[src/ata_pkg.sv]
`timescale 1ns / 1ps
// ----------------------------------------------------------------------------
// ata_pkg
// Shared widths, register indexes and the arctangent table for the tilt core.
// ----------------------------------------------------------------------------
package ata_pkg;

  localparam int SampleW = 16;
  localparam int SumW    = 32;
  localparam int RootW   = 32;
  localparam int RemW    = 35;
  localparam int CordW   = 36;
  localparam int AngW    = 24;
  localparam int MaxStages = 24;

  typedef logic [2:0] reg_idx_t;

  localparam reg_idx_t REG_OFFSET_X       = 3'd0;
  localparam reg_idx_t REG_OFFSET_Y       = 3'd1;
  localparam reg_idx_t REG_OFFSET_Z       = 3'd2;
  localparam reg_idx_t REG_ANGLE_OFFSET_X = 3'd3;
  localparam reg_idx_t REG_ANGLE_OFFSET_Y = 3'd4;

  // atan(2^-i) in degrees, 16 fraction bits
  function automatic logic signed [AngW-1:0] atan_q16(input int i);
    logic signed [AngW-1:0] v;
    case (i)
      0:  v = 24'sd2949120;
      1:  v = 24'sd1740967;
      2:  v = 24'sd919879;
      3:  v = 24'sd466945;
      4:  v = 24'sd234379;
      5:  v = 24'sd117304;
      6:  v = 24'sd58666;
      7:  v = 24'sd29335;
      8:  v = 24'sd14668;
      9:  v = 24'sd7334;
      10: v = 24'sd3667;
      11: v = 24'sd1833;
      12: v = 24'sd917;
      13: v = 24'sd458;
      14: v = 24'sd229;
      15: v = 24'sd115;
      16: v = 24'sd57;
      17: v = 24'sd29;
      18: v = 24'sd14;
      19: v = 24'sd7;
      20: v = 24'sd4;
      21: v = 24'sd2;
      22: v = 24'sd1;
      default: v = 24'sd0;
    endcase
    return v;
  endfunction

endpackage

[src/ata_sqrt_cell.sv]
`timescale 1ns / 1ps
// ----------------------------------------------------------------------------
// ata_sqrt_cell
// One bit of a pipelined restoring square root, numerator carried alongside.
// ----------------------------------------------------------------------------
module ata_sqrt_cell (
  input  logic                              clk,
  input  logic                              en,
  input  logic [ata_pkg::SumW-1:0]          rad_in,
  input  logic [ata_pkg::RemW-1:0]          rem_in,
  input  logic [ata_pkg::RootW-1:0]         root_in,
  input  logic signed [ata_pkg::SampleW-1:0] num_in,
  output logic [ata_pkg::SumW-1:0]          rad,
  output logic [ata_pkg::RemW-1:0]          rem,
  output logic [ata_pkg::RootW-1:0]         root,
  output logic signed [ata_pkg::SampleW-1:0] num
);

  logic [ata_pkg::RemW+1:0] rem_sh;
  logic [ata_pkg::RemW+1:0] trial;
  logic [ata_pkg::RemW+1:0] diff;
  logic                     take;

  always_comb begin
    rem_sh = {rem_in, rad_in[ata_pkg::SumW-1 -: 2]};
    trial  = {{(ata_pkg::RemW-ata_pkg::RootW){1'b0}}, root_in, 2'b01};
    take   = rem_sh >= trial;
    diff   = rem_sh - trial;
  end

  always_ff @(posedge clk) begin
    if (en) begin
      rad <= {rad_in[ata_pkg::SumW-3:0], 2'b00};
      num <= num_in;
      if (take) begin
        rem  <= diff[ata_pkg::RemW-1:0];
        root <= {root_in[ata_pkg::RootW-2:0], 1'b1};
      end else begin
        rem  <= rem_sh[ata_pkg::RemW-1:0];
        root <= {root_in[ata_pkg::RootW-2:0], 1'b0};
      end
    end
  end

endmodule

[config.mk]
export PLATFORM = sky130hd
export DESIGN_NAME = ata_sqrt_cell
export DESIGN_NICKNAME = d
export VERILOG_FILES = /design/src/ata_pkg.sv /design/src/ata_sqrt_cell.sv
export SDC_FILE = /design/constraint.sdc
export NUM_CORES = 1
export LEC_CHECK = 0
export ABC_CLOCK_PERIOD_IN_PS = 3600
export BUFFER_PORTS_ARGS = -buffer_cell sky130_fd_sc_hd__buf_2
export CAP_MARGIN = 30
export CORE_MARGIN = 4
export CORE_UTILIZATION = 25
export CTS_CLUSTER_DIAMETER = 30
export CTS_CLUSTER_SIZE = 16
export DETAILED_ROUTE_END_ITERATION = 6
export PLACE_DENSITY_LB_ADDON = 0.2
export SLEW_MARGIN = 20
export SYNTH_ARGS = -nofsm -noshare
export SYNTH_HDL_FRONTEND = slang
export SYNTH_SLANG_ARGS = --single-unit
[constraint.sdc]
create_clock -name clk -period 3.6 [get_ports clk]
set_input_delay 0.18 -clock clk [delete_from_list [all_inputs] [get_ports clk]]
set_output_delay 0.18 -clock clk [all_outputs]
set_load 0.01 [all_outputs]
-- Word level (Yosys, flattened, before mapping)
Cells that the tools add are included.
- bits in latches: 0
- output and inout bits: 115
- ROM bits: 0
- bits in writable memories: 0
- bits of input ports: 117
- memories: 0
- flip-flop bits (word level): 113
- word-level logic and storage cells: 8
- shift operators: 0
- div/mod/pow operators: 0
- multiplexer cells: 2
- bitwise gates (word level): 0
- reductions and logical operators: 0
- multiply operators: 0
- eq/ne operators: 0
- $lt $le $gt $ge: 1
- add/sub/neg operators: 1
- operators with widths (kind ; number):
    37-bit by 34-bit greater-or-equal comparator with 1-bit output ; 1
    35-bit two-way mux ; 1
    35-bit by 34-bit subtractor with 35-bit output ; 1
    1-bit two-way mux ; 1

-- Longest topological paths before layout
- depth after elaboration: 2
- mapped depth: 13
- mapped depth without buffers: 11

-- Least setup slack after synthesis
No wires, ideal clock.
- path type: input to register
- start point: input root_in[26] (netlist bit)
- end point: register rem[34] (netlist bit), data pin
- arrival time: 2392 ps
- cell stages on the path: 11
- buffers on the path: 1
- setup slack: 949 ps
- library setup time: 260 ps
- cells stage by stage: inv_1 ha_1 and3_4 a221o_1 a31o_1 a221o_1 a21o_1 nor2_4 buf_6 nor2_1 mux2_2
- word-level cells in the longest chain between the ends: 2
- elaborated cells between the ends (all ways): 3
- ends and longest elaborated chain (item ; line ; source):
    start, declared ; ata_sqrt_cell.sv:11 ; input logic [ata_pkg::RootW-1:0] root_in,
    35-bit by 34-bit subtractor with 35-bit output or 37-bit by 34-bit greater-or-equal comparator with 1-bit output (tied branches) ; ata_sqrt_cell.sv:28, ata_sqrt_cell.sv:27 ;
    35-bit two-way mux (*) ; ata_sqrt_cell.sv:35 ; if (take) begin
    end signal, assigned ; ata_sqrt_cell.sv:36 ; rem <= diff[ata_pkg::RemW-1:0];
    end signal, assigned ; ata_sqrt_cell.sv:39 ; rem <= rem_sh[ata_pkg::RemW-1:0];
    end, declared ; ata_sqrt_cell.sv:14 ; output logic [ata_pkg::RemW-1:0] rem,
Every way passes the cells marked *; elsewhere a longest branch is shown, timed or not.
A chain may end at the register's enable or synchronous reset.

-- Worst setup path after layout
- start point: input root_in[11] (netlist bit)
- end point: register rem[34] (netlist bit), data pin
The elaborated chain is that of the path after synthesis.

==> metrics.cfg <==
[timing]
layout_min_cycle_time_ns = 3.32
tightest_slew_ns = 0.738
fmax_ghz = 0.302
slew_headroom_pct = 50.8
rsz0062_at_grt = no
finalHoldViolCount = 0
slew_violations = 0
setup-violations-final = 0
fin_crit_sh_pct = 92.1
setup_tns_ns = 0
setup_ws_ns = 0.284

[logic_synthesis]
seq_area_frac_synth_pct = 58.5
synth_edf_count = 113
async_flop_share_pct = 0
synth_ff_type = edfxtp_1
synth-seq-cells = 113
syn_area_per_cell_um2 = 11.6
synthesis.area_mm2 = 0.00580
synth.distinct_cells = 54
syn_inst = 499
yosys_warnings = 0

[die]
die_area_mm2 = 0.0257
rows = 55
die-height_um = 160
chipWidth_um = 160
start_util_pct = 25.5
design.core.area_mm2 = 0.0227
num_io_pins = 232

[run_status]
status = completed

[cts]
clockBufferDepth = 2
clkSinkCount = 113
tritoncts = done
cts_resized = 0
cts_inserted_buffers = 17
h-tree-depth = 4
clk_pin_slew_worst_paths_ns = 0.07
root_buffer = clkbuf_16

[cells_and_area]
multi_input_area_mm2 = 0.00217
final_util_pct = 37.9
drive_above_1_share_pct = 33.0
fillers = 2288
area_delta_synth_final_pct = 48.3
layout.cells.most_common = buf_2
nets = 966
stdcell_count = 1112
antenna_cells = 0
regArea_mm2 = 0.00339
final_cell_mix = buf_2 (228), edfxtp_1 (113), dlygate4sd3_1 (77)

[worst_setup_path]
cp.required_ns = 3.76
critPathLaunchType = primary input
cp_max_fo = 6
end_kind = flop
crit_arrival_ns = 3.47
worstSetupPathType = in2reg

[worst_hold_path]
holdPathEnd = rem[25]
hold_depth = 3
hp-start = rem_in[23]
hold_class = in2reg

[grt]
grt_max_degree = 62
grtUsageMet3_pct = 3.87
antenna_found_initial = 1
grt_pass1_vias = 5039
top_usage_layer = met2
met2_usage_pct = 21.7
grt.total_usage_pct = 13.9
grt-ovfl-total = 0
grtUsageMet1_pct = 18.7
grt_pass1_wl_um = 27800

[route]
drtIter0Drc = 274
detail_route.first_pass.iterations = 4
post_drt_wl_per_cell_um = 16.0
drc = 0
drt_wl_total_um = 17800
via_per_inst = 4.39
vias = 4883
ant_nets = 0

[pwr]
pwr-share-comb_pct = 20.1
irDropWorstVdd_mv = 0.253
p_total_mw = 4.07
p_int_mw = 2.93
p_switching_mw = 1.14
p_sw_share_pct = 28.1
leakage_nw = 3.72
power_density_mw_per_mm2 = 474
p_seq_share_pct = 40.5
clkPwrFrac_pct = 39.4

[placed_design]
pre_cts_slack_ns = 0.327
dp.cells = 1004
io_buffers = 229
gp_congestion = 0.843
dp_hpwl_um = 13200

[run]
maxCapViolCount = 0

## cell families (layout without fill, tap and decap cells)
logic type	after synthesis	count (layout)	share of synthesized area [%]
flops	113	113	58.5
other cells	1	2	0.0647
simple gates	131	131	11.2
mux	1	1	0.194
fa+ha+maj	34	34	7.34
buf+inv	58	385	4.17
xor+xnor	29	29	4.38
compound gates	132	132	14.1
## worst max path at each step
stage | startpoint | depth (start not counted) | slack, ns | to
after detailed placement | root_in[11] | 11 | 0.33 | rem[34]
after global routing | root_in[11] | 12 | 0.09 | rem[34]
after global placement | root_in[11] | 11 | 0.37 | rem[34]
after CTS | root_in[11] | 12 | 0.23 | rem[34]
final | root_in[11] | 12 | 0.28 | rem[34]
after floorplan | root_in[26] | 11 | 0.95 | rem[34]
## power groups by stage
stage               registers (mW)  clock network (mW)  logic, mW
detailed placement            1.67                   0      0.768
floorplan                     1.76                   0      0.341
finish                        1.65                1.61      0.820
CTS                           1.65                1.66      0.837
global route                  1.66                1.72      0.916
global placement              1.68                   0      0.768
## repair_timing
action	CTS	global route
buffers inserted	0	0
hold buffers	77	0
endpoints found under the hold margin	77	0
## stage by stage
| step | cell area [um^2] | hold WS, ns |
|---|---|---|
| final | 8600 | 0.0582 |
| after global routing | 8600 | 0.0519 |
| after CTS | 8600 | 0.0362 |
| after detailed placement | 7280 | 0.358 |
| after global placement | 7280 | 0.356 |
| after floorplan | 5800 | 0.279 |
## layer usage
metal / vias up / wire [um]
li1: 2494 / -
met1: 2218 / 8540
met2: 159 / 8060
met3: 10 / 1030
met4: 2 / 176
met5: - / 12
## sequential cells by signal, summed over array words and instances (netlist names)
| register | count |
|---|---|
| rem | 35 |
| root | 32 |
| rad | 30 |
| num | 16 |
## cell usage after synthesis (4+ instances only)
cell | instances | share of area (%)
nand2b_1 | 6 | 0.65
and2_1 | 6 | 0.65
a21oi_1 | 35 | 3.0
xnor2_1 | 14 | 2.1
o21a_1 | 5 | 0.65
xor2_1 | 15 | 2.3
ha_1 | 34 | 7.3
edfxtp_1 | 113 | 59
nor4_1 | 10 | 1.1
nand3_1 | 11 | 0.95
nor3_1 | 12 | 1.0
a21o_1 | 17 | 2.2
o21ai_0 | 40 | 3.5
o31ai_1 | 4 | 0.52
nor2_1 | 19 | 1.2
clkbuf_1 | 9 | 0.58
nand4_1 | 8 | 0.86
nand2_1 | 44 | 2.8
inv_1 | 40 | 2.6
a31oi_1 | 7 | 0.76
## area by class of cell
class | instances | area share (%)
sequential | 113 | 39.5
clock inverter | 14 | 1.37
timing repair buffer | 313 | 23.1
clock buffer | 17 | 4.95
tap | 285 | 4.15
inverter | 41 | 1.79
multi-input combinational | 329 | 25.2
## worst max-delay path: stages
cell           delay (ns)
dlygate4sd3_1        0.54
buf_2                0.12
inv_1                0.05
ha_1                 0.36
a21oi_1              0.25
a21boi_0             0.25
o21ai_0              0.16
a22o_1               0.20
a311oi_1             0.57
nor3_1               0.13
nor3_1               0.29
mux2_2               0.37
Power figures use the tool's default switching activity.
