<file path="src/ata_pkg.sv">
`timescale 1ns / 1ps
// ----------------------------------------------------------------------------
// ata_pkg
// Shared widths, register indexes and the arctangent table for the tilt core.
// ----------------------------------------------------------------------------
package ata_pkg;

  localparam int SampleW = 16;
  localparam int SumW    = 32;
  localparam int RootW   = 32;
  localparam int RemW    = 35;
  localparam int CordW   = 36;
  localparam int AngW    = 24;
  localparam int MaxStages = 24;

  typedef logic [2:0] reg_idx_t;

  localparam reg_idx_t REG_OFFSET_X       = 3'd0;
  localparam reg_idx_t REG_OFFSET_Y       = 3'd1;
  localparam reg_idx_t REG_OFFSET_Z       = 3'd2;
  localparam reg_idx_t REG_ANGLE_OFFSET_X = 3'd3;
  localparam reg_idx_t REG_ANGLE_OFFSET_Y = 3'd4;

  // atan(2^-i) in degrees, 16 fraction bits
  function automatic logic signed [AngW-1:0] atan_q16(input int i);
    logic signed [AngW-1:0] v;
    case (i)
      0:  v = 24'sd2949120;
      1:  v = 24'sd1740967;
      2:  v = 24'sd919879;
      3:  v = 24'sd466945;
      4:  v = 24'sd234379;
      5:  v = 24'sd117304;
      6:  v = 24'sd58666;
      7:  v = 24'sd29335;
      8:  v = 24'sd14668;
      9:  v = 24'sd7334;
      10: v = 24'sd3667;
      11: v = 24'sd1833;
      12: v = 24'sd917;
      13: v = 24'sd458;
      14: v = 24'sd229;
      15: v = 24'sd115;
      16: v = 24'sd57;
      17: v = 24'sd29;
      18: v = 24'sd14;
      19: v = 24'sd7;
      20: v = 24'sd4;
      21: v = 24'sd2;
      22: v = 24'sd1;
      default: v = 24'sd0;
    endcase
    return v;
  endfunction

endpackage

</file>
<file path="src/ata_cordic_cell.sv">
`timescale 1ns / 1ps
// ----------------------------------------------------------------------------
// ata_cordic_cell
// One vectoring-mode CORDIC rotation with its fixed shift and angle.
// ----------------------------------------------------------------------------
module ata_cordic_cell #(
  parameter int IDX = 0
) (
  input  logic                             clk,
  input  logic                             en,
  input  logic signed [ata_pkg::CordW-1:0] x_in,
  input  logic signed [ata_pkg::CordW-1:0] y_in,
  input  logic signed [ata_pkg::AngW-1:0]  z_in,
  output logic signed [ata_pkg::CordW-1:0] x,
  output logic signed [ata_pkg::CordW-1:0] y,
  output logic signed [ata_pkg::AngW-1:0]  z
);

  localparam logic signed [ata_pkg::AngW-1:0] Atan = ata_pkg::atan_q16(IDX);

  logic signed [ata_pkg::CordW-1:0] dx;
  logic signed [ata_pkg::CordW-1:0] dy;

  assign dx = y_in >>> IDX;
  assign dy = x_in >>> IDX;

  always_ff @(posedge clk) begin
    if (en) begin
      if (!y_in[ata_pkg::CordW-1]) begin
        x <= x_in + dx;
        y <= y_in - dy;
        z <= z_in + Atan;
      end else begin
        x <= x_in - dx;
        y <= y_in + dy;
        z <= z_in - Atan;
      end
    end
  end

endmodule

</file>
<file path="config.mk">
export PLATFORM = sky130hd
export DESIGN_NAME = ata_cordic_cell
export DESIGN_NICKNAME = d
export VERILOG_FILES = /design/src/ata_pkg.sv /design/src/ata_cordic_cell.sv
export SDC_FILE = /design/constraint.sdc
export NUM_CORES = 1
export LEC_CHECK = 0
export BUFFER_PORTS_ARGS = -buffer_cell sky130_fd_sc_hd__buf_4
export CORE_MARGIN = 2
export CORE_UTILIZATION = 49
export DETAILED_ROUTE_END_ITERATION = 6
export HOLD_SLACK_MARGIN = 0.05
export PLACE_DENSITY = 0.74
export SLEW_MARGIN = 20
export SYNTH_ARGS = -nofsm -noshare
export SYNTH_HDL_FRONTEND = slang
export SYNTH_SLANG_ARGS = --single-unit
export TNS_END_PERCENT = 30
</file>
<file path="constraint.sdc">
create_clock -name clk -period 3.3 [get_ports clk]
set_input_delay 0 -clock clk [delete_from_list [all_inputs] [get_ports clk]]
set_output_delay 0 -clock clk [all_outputs]
set_load 0.05 [all_outputs]
</file>
# Yosys cells after proc, flatten, opt, wreduce, memory -nomap -nowiden
# Cells that the tools add are included.
# op_classes
n_addsub,5
n_mux,3
# ops
operator,n
2-to-1 mux 36 bit,2
subtractor 36 bit,2
adder 36 bit,1
"adder 24 x 23 -> 24 bit, second input constant",1
2-to-1 mux 24 bit,1
"subtractor 24 x 23 -> 24 bit, second input constant",1
# word_totals
reg_bits,96
output_inout_bits,96
elab_cells,11

# Longest topological paths before layout
# Gate-level depths: netlist of the first run.
# logic_depth
depth_word,2
mapped_depth,13

# Least setup slack after synthesis of the first run
# No wires, ideal clock.
# synth_timing
kind,in2reg
from,in x_in[0] (netlist bit)
to,"reg x[28] (netlist bit), data pin"
arrival_time_ns,2.315
setup_slack_ns,0.725
stages,12
path_buffers,0
cell_sequence,ha_1 > inv_1 > fa_1 > nor2_1 > o211ai_1 > a211oi_1 > a31oi_2 > o31a_1 > o41ai_2 > a31o_1 > mux2i_1 > xnor2_1
# synth_between
elab_chain_cells,2
# synth_rtl
item,line,rtl
"start, declared",ata_cordic_cell.sv:11,"input logic signed [ata_pkg::CordW-1:0] x_in,"
adder 36 bit or subtractor 36 bit (tied branches),"ata_cordic_cell.sv:30, ata_cordic_cell.sv:34",
2-to-1 mux 36 bit (*),ata_cordic_cell.sv:29,if (!y_in[ata_pkg::CordW-1]) begin
"end signal, assigned",ata_cordic_cell.sv:30,x <= x_in + dx;
"end signal, assigned",ata_cordic_cell.sv:34,x <= x_in - dx;
"end, declared",ata_cordic_cell.sv:14,"output logic signed [ata_pkg::CordW-1:0] x,"
# Mark *: on every way between the ends. The rest lies on a longest branch, timed or not.
# A chain may end at the register's enable or synchronous reset.

# Worst setup path after layout of the first run
# layout_timing
from,in y_in[0] (netlist bit)
to,"reg x[32] (netlist bit), data pin"
# layout_between
elab_chain_cells,2
# layout_rtl
item,line,rtl
"start, declared",ata_cordic_cell.sv:12,"input logic signed [ata_pkg::CordW-1:0] y_in,"
adder 36 bit or subtractor 36 bit (tied branches),"ata_cordic_cell.sv:30, ata_cordic_cell.sv:34",
2-to-1 mux 36 bit (*),ata_cordic_cell.sv:29,
# Marks and branches as above.

==> results of run 1 <==
==> power by group through the flow <==
stage	registers (mW)	logic, mW	clock network, mW
2_1_floorplan	2.31	0.996	0
3_3_place_gp	1.67	2.41	0
3_5_place_dp	1.67	2.42	0
4_1_cts	1.64	2.46	1.11
5_1_grt	1.66	2.65	1.14
6_report	1.64	2.49	1.09
==> cell families (layout without fill, tap and decap cells) <==
kind of cell    after synthesis  in the layout  synth area share (%)
compound gates              370            370                  24.8
simple gates                260            260                  13.5
buf+inv                     171            389                  7.23
fa+ha+maj                   117            117                  15.7
flops                        95             95                  30.0
xor+xnor                     75             75                  6.90
mux                          18             18                  1.89
==> path summary, 6_finish.rpt <==
check / start / end / slack [ps] / cells past startpoint
worst max-delay path: y_in[0] / x[32] / 380 / 14
worst min-delay path: z_in[19] / z[19] / 80 / 3
==> sequential cells by signal (all words and copies together), names as in the netlist <==
register,cells
x,36
z,24
y,35
==> Yosys cell counts, types with 3 or more instances <==
library cell / n / area share, %
and3_1: 9 / 0.59
nand3_1: 12 / 0.63
o21bai_1: 20 / 1.6
buf_1: 10 / 0.39
o21a_1: 7 / 0.55
o211ai_1: 11 / 0.87
a31oi_1: 11 / 0.72
a21oi_1: 132 / 6.9
nand2_1: 62 / 2.4
o31a_1: 7 / 0.64
fa_1: 4 / 0.84
buf_4: 3 / 0.24
clkbuf_1: 30 / 1.2
nand4_1: 13 / 0.85
xnor2_1: 64 / 5.9
o221ai_1: 7 / 0.64
xor2_1: 11 / 1.0
nor2_1: 83 / 3.3
ha_1: 113 / 15
and2_1: 3 / 0.20
nor4_1: 11 / 0.72
nor3_1: 15 / 0.79
inv_1: 115 / 4.5
nor2b_1: 11 / 0.72
o31ai_1: 16 / 1.3
or3_1: 7 / 0.46
inv_2: 4 / 0.16
buf_2: 4 / 0.21
o22ai_1: 3 / 0.20
nand3b_1: 4 / 0.32
nand2b_1: 12 / 0.79
and4_1: 7 / 0.64
mux2i_1: 18 / 1.9
o21ai_0: 66 / 3.5
buf_6: 4 / 0.47
a221oi_1: 3 / 0.28
edfxtp_1: 95 / 30
a21o_1: 28 / 2.2
o21ai_1: 9 / 0.47
a311oi_1: 3 / 0.28
a211oi_1: 11 / 0.87
==> through the flow <==
| step | total power, mW | cell area [µm²] | hold WS, ps |
|---|---|---|---|
| 2_1_floorplan | 3.31 | 9520 | 98.9 |
| 3_3_place_gp | 4.07 | 11400 | 178 |
| 3_5_place_dp | 4.09 | 11400 | 179 |
| 4_1_cts | 5.20 | 11900 | 74.5 |
| 5_1_grt | 5.45 | 11900 | 97.1 |
| 6_report | 5.22 | 11900 | 80.9 |
==> cell type report <==
| type | instances | area share, % |
|---|---|---|
| clock inverter | 7 | 0.620 |
| timing repair buffer | 253 | 16.4 |
| sequential | 95 | 23.9 |
| multi-input combinational | 840 | 50.6 |
| clock buffer | 9 | 1.89 |
| inverter | 120 | 3.78 |
| tap | 260 | 2.73 |
==> metal layers <==
metal	vias up	GRT usage (%)	part of all wire (%)
li1	4401	-	-
met1	4341	39.8	44
met2	491	46.5	46
met3	59	5.13	8.5
met4	0	7.53	2.1
met5	-	0	0
==> what timing repair did <==
| action | in CTS | in global routing |
|---|---|---|
| hold buffers | 20 | 0 |
| gates resized for setup | 0 | 11 |
| endpoints found under the hold margin | 21 | 0 |
| setup endpoints to repair | 0 | 14 |
==> impl_metrics.json, run 1 <==
{
  "status": "complete, no violations",
  "path_clk_slew_ps": 70,
  "p_int_mw": 2.97,
  "die-area_um2": 20600,
  "cts_buffers": 9,
  "cts_tree": "built",
  "tns_ps": 0,
  "area_growth_pct": 25.1,
  "pwr_density_cell_nw_per_um2": 438,
  "grt_pass1_vias": 8800,
  "worstMarginPinSlew_ps": 868,
  "syn-cell-area_um2": 9520,
  "final_cells": 1584,
  "ir_drop_mv": 0.258,
  "place.gp.congestion": 0.999,
  "clock.fmax_mhz": 342,
  "syn_nets": 1321,
  "route.final.wire_length_mm": 30.0,
  "die_x_um": 143,
  "viasPerCell": 5.87,
  "crit_family": "compound AO/OA/AOI/OAI gates",
  "final_net_count": 1534,
  "netlist_instances": 1106,
  "wl_per_cell_um": 18.9,
  "io_pins": 194,
  "hold_path.class": "in -> reg",
  "p_leak_nw": 5.33,
  "period_needed_ps": 2920,
  "crit_path_top_delay_cell": "fa_1",
  "arrival_ps": 3020,
  "vias": 9292,
  "path_cells": "dlymetal6s4s_1, buf_6, ha_1, fa_1, nor2b_1, o21ai_0, a32oi_2, a31oi_2, o211ai_1, a31oi_1, o21ai_0, buf_4, o221ai_1, xnor2_1",
  "fin_ws_ps": 376,
  "path_class": "in -> reg",
  "place_ws_ps": 264,
  "switching_power_mw": 2.25,
  "critPathCaptureType": "register",
  "ys.flop_type": "edfxtp_1",
  "drive_gt1_share_pct": 20.8,
  "grt_max_degree": 77,
  "relSlewSlack_pct": 42.2,
  "p_sw_share_pct": 43.2,
  "clock_path_buffers": 2,
  "cts.sink_count": 95,
  "ant_nets": 0,
  "grt_pass1_wl_mm": 46.3,
  "clkPwrFrac_pct": 20.9,
  "rows": 50,
  "multiInputGateArea_um2": 6030,
  "start_util_pct": 50.4,
  "critical-path-max-stage-delay_ps": 410,
  "synth_warnings": 0,
  "diodes": 0,
  "htreeDepth": 3,
  "synth.distinct_cells": 75,
  "drv_slew": 0,
  "pwr-share-seq_pct": 31.4,
  "pwr-share-comb_pct": 47.7,
  "grtUsageTotal_pct": 28.8,
  "io_buffer_count": 193,
  "syn_avg_cell_area_um2": 8.61,
  "drc": 0,
  "rsz0062_at_grt": "false",
  "post-place-cells": 1548,
  "finalSetupViolCount": 0,
  "yosysSeqAreaShare_pct": 30.0,
  "drt_iter0_drc": 983,
  "fill_cells": 1702,
  "mostFrequentLayoutCells": "232 x buf_4, 132 x a21oi_1, 114 x inv_1",
  "cpMostUsedCell": "o21ai_0",
  "period_share_pct": 88.6,
  "synth_edf_count": 95,
  "antenna_found_initial": 0,
  "cp.buffers_inverters": 3,
  "cts-root-buf": "clkbuf_16",
  "chipHeight_um": 143,
  "final_common_cell": "buf_4",
  "required_ps": 3400,
  "core_region_area_um2": 18900,
  "dr.pass1.iters": 5,
  "ff_latch_area_um2": 2850,
  "post-route-util_pct": 63.0,
  "crit_fanout": 3,
  "postCtsSetupRepairBufs": 0,
  "ys_seq_elements": 95,
  "drv_cap": 0,
  "hold_violations": 0,
  "overflow": 0,
  "start_kind": "primary input",
  "dp.final_hpwl_mm": 23.2,
  "synthArstFlopShare_pct": 0
}
No activity file was read; power rests on OpenSTA's default activity.
==> inputs of run 2 (changes only) <==
==> constraint.sdc (replaced) <==
create_clock -name clk -period 3.3 [get_ports clk]
set_input_delay 0.33 -clock clk [delete_from_list [all_inputs] [get_ports clk]]
set_output_delay 0.33 -clock clk [all_outputs]
set_load 0.05 [all_outputs]
==> run 2 against run 1 <==
First-iteration DRC count decreased by 1.8%; sequential share of layout area decreased by 0.77 points; cell area increased by 3.3%; combinational power increased by 4%; maximum frequency decreased by 8.6%; worst setup slack got worse by 280 ps; wire length increased by 3.1%; critical path type unchanged; non-clock buffer count increased by 65; sequential cell count unchanged; utilization increased by 2.1 points; final cell count increased by 4.1%; die area unchanged.
==> impl_metrics.json, run 2 (synthesis gave the netlist of run 1 again) <==
{
  "status": "complete, no violations",
  "required_ps": 3410,
  "ff_latch_area_um2": 2850,
  "cts_buffers": 9,
  "postCtsSetupRepairBufs": 0,
  "whs_path_depth": 1,
  "overflow": 0,
  "drc": 0,
  "htreeDepth": 3,
  "rsz0062_at_grt": "false",
  "chipHeight_um": 143,
  "startpoint": "y_in[0]",
  "core_region_area_um2": 18900,
  "ir_drop_mv": 0.280,
  "drive_gt1_share_pct": 25.5,
  "path_clk_slew_ps": 80,
  "cts_tree": "built",
  "period_share_pct": 97.0,
  "arrival_ps": 3310,
  "diodes": 0,
  "vias": 9436,
  "drv_slew": 0,
  "clock.fmax_mhz": 312,
  "multiInputGateArea_um2": 5980,
  "start_util_pct": 50.4,
  "p_leak_nw": 5.65,
  "reg_top3": "x: 36 flops, y: 35 flops, z: 24 flops",
  "dr.pass1.iters": 5,
  "use_met3_pct": 4.37,
  "final_common_cell": "buf_4",
  "use_met1_pct": 42.9,
  "ant_nets": 0,
  "worstMarginPinSlew_ps": 625,
  "cts_resized": 0,
  "drv_cap": 0,
  "place.gp.congestion": 1.02,
  "area_growth_pct": 29.3,
  "wl_per_cell_um": 18.7,
  "pwr_density_cell_nw_per_um2": 434,
  "cts.sink_count": 95,
  "hold_path.class": "in -> reg",
  "worstHoldStart": "z_in[8]",
  "place_ws_ps": -155,
  "grt_busiest_layer": "met2",
  "io_pins": 194,
  "io_buffer_count": 193,
  "finalSetupViolCount": 0,
  "die-area_um2": 20600,
  "grt_max_degree": 96,
  "final_net_count": 1599,
  "rows": 50,
  "cts-root-buf": "clkbuf_16",
  "start_kind": "primary input",
  "path_class": "in -> reg",
  "fill_cells": 1677,
  "antenna_found_initial": 0,
  "mostFrequentLayoutCells": "317 x buf_4, 132 x a21oi_1, 114 x inv_1",
  "min_to": "z[8]",
  "period_needed_ps": 3200,
  "grt_pass1_wl_mm": 47.9,
  "hold_violations": 0,
  "dp.final_hpwl_mm": 24.7,
  "route.final.wire_length_mm": 30.9,
  "drt_iter0_drc": 965,
  "tns_ps": 0,
  "largest_reg_flops": 36,
  "critPathCaptureType": "register",
  "post-route-util_pct": 65.1,
  "die_x_um": 143,
  "grtUsageTotal_pct": 29.7,
  "relSlewSlack_pct": 57.3,
  "viasPerCell": 5.72,
  "postCtsHoldBufs": 0,
  "grt_use_met2_pct": 46.5,
  "regMostFlops": "x",
  "grt_pass1_vias": 9041,
  "fin_ws_ps": 99.3,
  "crit_fanout": 4,
  "clock_path_buffers": 2
}
## run 2: power by group
part           switching [mW]  total [mW]  internal, mW
logic                    1.67        2.60         0.935
clock network           0.563        1.10         0.539
registers              0.0532        1.63          1.58
## run 2: area by class of cell
type / count / share of cell area (%)
multi-input combinational: 840 / 48.6
timing repair buffer: 318 / 19.5
inverter: 120 / 3.66
clock inverter: 7 / 0.600
tap: 260 / 2.64
clock buffer: 9 / 1.83
sequential: 95 / 23.2
## run 2: worst max path at each step
stage / endpoint / slack, ps / cells past startpoint
2_1_floorplan: x[28] / 390 / 12
3_3_place_gp: y[21] / -130 / 12
3_5_place_dp: x[18] / -160 / 15
4_1_cts: x[28] / 200 / 15
5_1_grt: x[34] / 10 / 16
6_report: x[32] / 100 / 13
## run 2: routing by layer
metal	up-vias	wire length, µm	part of all wire (%)
met4	0	753	2.4
met3	61	2530	8.2
met1	4385	13900	45
met2	465	13700	44
li1	4525	-	-
met5	-	0	0
## run 2: critical path, cell delays in order
cell      delay (ps)
buf_4            120
buf_4            130
ha_1             210
fa_1             420
nor2b_1          160
o21ai_0          130
a32oi_1          430
a31oi_1          280
o211ai_1         360
a31oi_1          180
o21ai_0          250
o221ai_1         160
xnor2_1          150
## run 2: stage by stage
stage	area [µm²]	power (mW)	hold slack (ps)	std cells
detailed placement	12000	4.23	510	1633
finish	12300	5.34	140	1649
global placement	12000	4.21	508	1633
floorplan	9520	3.31	429	1106
global route	12300	5.56	134	1649
CTS	12300	5.33	135	1649
